File: config.mk
export PLATFORM = sky130hd
export DESIGN_NAME = mcg_div
export DESIGN_NICKNAME = d
export VERILOG_FILES = /design/src/hw/rtl/mcg_pkg.sv /design/src/hw/rtl/mcg_div.sv
export SDC_FILE = /design/constraint.sdc
export NUM_CORES = 1
export LEC_CHECK = 0
export BUFFER_PORTS_ARGS = -buffer_cell sky130_fd_sc_hd__buf_4
export CAP_MARGIN = 20
export CORE_MARGIN = 1.5
export CORE_UTILIZATION = 46
export DETAILED_ROUTE_END_ITERATION = 10
export GPL_TIMING_DRIVEN = 0
export PLACE_DENSITY = 0.71
export RECOVER_POWER = 100
export SLEW_MARGIN = 20
export SYNTH_ARGS = -nofsm -noshare
export SYNTH_HDL_FRONTEND = slang
export SYNTH_SLANG_ARGS = --single-unit
File: constraint.sdc
create_clock -name i_clk -period 8.1 [get_ports i_clk]
set_input_delay 2.43 -clock i_clk [delete_from_list [all_inputs] [get_ports i_clk]]
set_output_delay 2.43 -clock i_clk [all_outputs]
set_load 0.1 [all_outputs]
File: src/hw/rtl/mcg_pkg.sv
// Package for the metronome click generator.
// Holds item types, codes, widths and reset values for the divider and the top level.
// Depends on nothing.
`timescale 1ns / 1ps

package mcg_pkg;

    localparam int WAVE_DEPTH = 256;
    localparam int ADDR_W     = $clog2(WAVE_DEPTH);
    localparam int POS1_W     = ADDR_W + 1;
    localparam int LEN_W      = 13;

    localparam int PROD_W = 37;
    localparam int DIVD_W = 35;
    localparam int DIVS_W = 16;
    localparam int CNT_W  = $clog2(DIVD_W + 1);

    localparam int CFG_AW = 2;
    localparam int CFG_DW = 20;

    localparam logic [CFG_AW-1:0] CFG_FRAMES_PER_BEAT = 2'd0;
    localparam logic [CFG_AW-1:0] CFG_ATTACK_FRAMES   = 2'd1;
    localparam logic [CFG_AW-1:0] CFG_DECAY_FRAMES    = 2'd2;
    localparam logic [CFG_AW-1:0] CFG_WAVE_LENGTH     = 2'd3;

    localparam logic [19:0] RST_FRAMES_PER_BEAT = 20'd24000;
    localparam logic [15:0] RST_ATTACK_FRAMES   = 16'd240;
    localparam logic [15:0] RST_DECAY_FRAMES    = 16'd3600;
    localparam logic [8:0]  RST_WAVE_LENGTH     = 9'd54;

    localparam logic [1:0] ACT_TICK      = 2'd0;
    localparam logic [1:0] ACT_TRANSPORT = 2'd1;
    localparam logic [1:0] ACT_TABLE_WR  = 2'd2;

    localparam logic [1:0] PH_ATTACK = 2'd0;
    localparam logic [1:0] PH_DECAY  = 2'd1;
    localparam logic [1:0] PH_OFF    = 2'd2;

    typedef struct packed {
        logic [1:0]         action;
        logic               running;
        logic               beat_valid;
        logic [15:0]        beat_fraction;
        logic [7:0]         table_index;
        logic signed [15:0] table_value;
    } t_in_item;

    typedef struct packed {
        logic signed [15:0] sample;
        logic [1:0]         envelope_phase;
    } t_out_item;

    typedef struct packed {
        logic              start;
        logic [DIVD_W-1:0] dividend;
        logic [DIVS_W-1:0] divisor;
    } t_div_req;

    typedef struct packed {
        logic              busy;
        logic              done;
        logic [DIVD_W-1:0] quotient;
        logic [DIVS_W-1:0] remainder;
    } t_div_rsp;

    typedef enum logic [6:0] {
        S_IDLE = 7'b0000001,
        S_SYNC = 7'b0000010,
        S_READ = 7'b0000100,
        S_MUL  = 7'b0001000,
        S_DIV  = 7'b0010000,
        S_MODW = 7'b0100000,
        S_DONE = 7'b1000000
    } t_state;

endpackage

File: src/hw/rtl/mcg_div.sv
// Restoring unsigned divider, one quotient bit per cycle.
// Uses the request and response types of mcg_pkg.
`timescale 1ns / 1ps

module mcg_div (
    input  logic              i_clk,
    input  logic              i_rst_n,
    input  mcg_pkg::t_div_req i_req,
    output mcg_pkg::t_div_rsp o_rsp
);

    logic [mcg_pkg::DIVD_W-1:0] r_quo;
    logic [mcg_pkg::DIVS_W-1:0] r_rem;
    logic [mcg_pkg::DIVS_W-1:0] r_dvs;
    logic [mcg_pkg::CNT_W-1:0]  r_cnt;
    logic                       r_done;

    logic                       w_busy;
    logic [mcg_pkg::DIVS_W:0]   w_trial;
    logic [mcg_pkg::DIVS_W:0]   w_diff;
    logic                       w_ge;

    assign w_busy  = (r_cnt != '0);
    assign w_trial = {r_rem, r_quo[mcg_pkg::DIVD_W-1]};
    assign w_ge    = (w_trial >= {1'b0, r_dvs});
    assign w_diff  = w_trial - {1'b0, r_dvs};

    always_ff @(posedge i_clk) begin
        if (!i_rst_n) begin
            r_cnt  <= '0;
            r_done <= 1'b0;
        end else begin
            r_done <= w_busy && (r_cnt == mcg_pkg::CNT_W'(1));
            if (w_busy) begin
                r_cnt <= r_cnt - mcg_pkg::CNT_W'(1);
            end else if (i_req.start) begin
                r_cnt <= mcg_pkg::CNT_W'(mcg_pkg::DIVD_W);
            end
        end
    end

    always_ff @(posedge i_clk) begin
        if (w_busy) begin
            r_rem <= w_ge ? w_diff[mcg_pkg::DIVS_W-1:0] : w_trial[mcg_pkg::DIVS_W-1:0];
            r_quo <= {r_quo[mcg_pkg::DIVD_W-2:0], w_ge};
        end else if (i_req.start) begin
            r_quo <= i_req.dividend;
            r_rem <= '0;
            r_dvs <= i_req.divisor;
        end
    end

    assign o_rsp.busy      = w_busy;
    assign o_rsp.done      = r_done;
    assign o_rsp.quotient  = r_quo;
    assign o_rsp.remainder = r_rem;

endmodule

==> results.tsv <==
metric	value	unit
min Tclk post-route	5.373	ns
first-pass GRT wire length	14040	um
Startpoint Class	flop	
CTS Buf Count	9	
Post-synth EDFFs	67	
delay of the slowest critical-path stage	0.85	ns
WL/cell	14.39	um
syn_area_per_cell	10.31	um^2
Post-CTS Setup Bufs	0	
vias in the first global route	3030	
worst min-delay path class	flop to flop	
vias per std cell	5.118	
syn_nets	458	
most frequent cells in the layout	117 x nand2_1, 67 x edfxtp_1, 63 x clkbuf_1	
DRC viols	0	
Routed WL	8808	um
Adder-Cell Fraction of Synth Area	6.177	%
Slew Limit Fails	56	
Synth warnings	0	
Sink Count	74	
post-synthesis compound-gate area fraction	10.90	%
multiplexer share of the synthesized area	2.773	%
Top Family by Delay on Critical Path	buffers and inverters	
worst rel slew slack	-75.08	%
WP data required	5.67	ns
crit-path cells	inv_1 -> ha_1 -> and2_1 -> buf_2 -> inv_1 -> clkbuf_1 -> buf_4 -> clkbuf_1	
sequential cell area fraction in the yosys report	54.21	%
endpoint class of the critical path	primary output	
Chip Height	95.90	um
Seq. cell area	2152	um^2
Fmax	0.1861	GHz
clock transition at the registers of the reported paths	0.08	ns
Die ar.	9197	um^2
status	finished with violations	
Setup TNS	0	ns
Core ar.	8299	um^2
multi-input combinational cell area	1630	um^2
initial antenna violation count	0	
Bufs on Longest Clock Path	2	
Ports	107	
largest family of logic cells by synthesized area	simple AND/OR/NAND/NOR gates	
CTS hold repair buffers	0	
GPL Wtd Cong	0.7847	
post-synthesis xor/xnor area fraction	1.986	%
DP Wirelength	6348	um
DR iter-0 viols	188	
synth unique cells	47	
actual slew at the worst max-slew pin	2.626	ns
WP buf/inv	6	
Simple-Gate Fraction of Synth Area	19.89	%
Root Buffer	clkbuf_8	
Syn Inst Count	385	
Initial Util	47.84	%
Clock Latency Late Sink	0.35	ns
Post-Syn Area	3970	um^2
post-route ant nets	0	
post-CTS sizing	0	
Final #Nets	575	
CP max FO	10	
Yosys reg bits	74	
fill cell count	755	
Async S/R FF share, synth	0	%
Tot GR Track Use	20.00	%
Most used DFF post-synth	edfxtp_1	
failing checks	max-capacitance violations, max-slew violations	
first drt pass iteration count	4	
fraction of layout instances using a drive strength above 1	16.96	%
CTS tree	yes	
most common cell after layout, fill and taps aside	nand2_1	
# diodes	0	
final worst-path cycle share	66.33	%
Crit Path Category	flop to primary output	
PortBufs	106	
Max-cap violations	1	
Fin. Hold Viols	0	
DR vias	3132	
row cnt	33	
CTS H-tree lvls	3	
RSZ-0062 raised after global routing	false	
GRT Residual Overflow	0	
overall die width	95.90	um
Slowest-stage cell, CP	clkbuf_1	
Setup violations, final	0	
clock skew	0.01240	ns
Area Growth Syn to Fin	23.79	%
largest net degree at the start of global routing	56	
Worst EP arrival	2.94	ns
==> cells by family after synthesis <==
logic type / Yosys count
multiplexers: 11
XOR/XNOR: 9
flip-flops: 74
buffers and inverters: 35
AND/OR/NAND/NOR: 184
AO/OA/AOI/OAI: 53
adder cells (fa/ha/maj): 19
==> path summary, 6_finish.rpt <==
path         depth (start not counted)  slack [ns]        end      from
min reg2reg                          2        0.50   r_cnt[4]  r_cnt[4]
max reg2reg                          7        4.74   r_cnt[1]  r_cnt[0]
max                                  8        2.73  o_rsp[52]  r_cnt[0]
min                                  2        0.50   r_cnt[4]  r_cnt[4]
==> sequential cells by signal, indices dropped and copies added (netlist names) <==
name / cells
r_cnt: 6
r_done: 1
r_quo: 35
r_rem: 16
r_dvs: 16
==> synth_stat cells, types with 2 or more instances <==
cell type	number	area (um^2)
o21a_1	8	60.06
buf_4	2	15.01
inv_1	21	78.83
dfxtp_1	7	140.1
a211oi_2	3	37.54
ha_1	18	225.2
nor2_1	22	82.58
o31ai_2	2	25.02
o21ai_1	2	10.01
buf_2	3	15.01
and3_1	5	31.28
xnor2_1	6	52.55
nand2b_1	2	12.51
nor2b_1	6	37.54
xor2_1	3	26.28
a21boi_0	2	15.01
a21o_1	3	22.52
nor4_1	3	18.77
clkbuf_1	6	22.52
o211a_1	3	30.03
nand3_1	8	40.04
nor3_1	14	70.07
edfxtp_1	67	2012
a21oi_2	5	43.79
a21oi_1	10	50.05
o31a_1	2	17.52
mux2i_1	11	110.1
o21ai_0	5	25.02
nor2b_2	2	17.52
nand2_1	117	439.2
==> per-stage QoR <==
stage                     instance area (um^2)  utilization (%)  std cells  setup WS (ns)  hold WS [ns]
after floorplan                           3970                -        385          3.916        0.4559
after global placement                    4897            59.01        596          3.152        0.4699
after detailed placement                  4905            59.10        596          3.669        0.4840
after CTS                                 5170            62.29        612          3.283        0.4946
after global routing                      4915            59.22        612          2.543        0.5247
final                                     4915            59.22        612          2.727        0.4973
==> worst reg2reg max path: cells and delay by family (launching register included) <==
kind / cells / cell delay (ns)
AND/OR/NAND/NOR: 3 / 2.11
AO/OA/AOI/OAI: 1 / 0.21
adder cells (fa/ha/maj): 1 / 0.27
flip-flops: 1 / 0.41
buffers and inverters: 2 / 0.25
==> final cells by class <==
class	instances	area share, %
sequential	74	43.79
multi-input combinational	276	33.17
timing repair buffer	106	12.07
clock inverter	6	2.800
tap	105	2.673
clock buffer	10	2.597
inverter	21	1.604
buffer	14	1.298
==> routing by layer <==
| metal | vias to the layer above | global-route usage (%) | part of all wire, % |
|---|---|---|---|
| li1 | 1564 | - | - |
| met1 | 1464 | 24.42 | 43 |
| met2 | 97 | 33.22 | 48 |
| met3 | 7 | 7.978 | 8.5 |
| met4 | 0 | 4.412 | 0.85 |
| met5 | - | 0 | 0 |
Power is left out: the tool's default activity adds up to more than one toggle a clock period on the data nets, which glitch-free logic cannot reach.
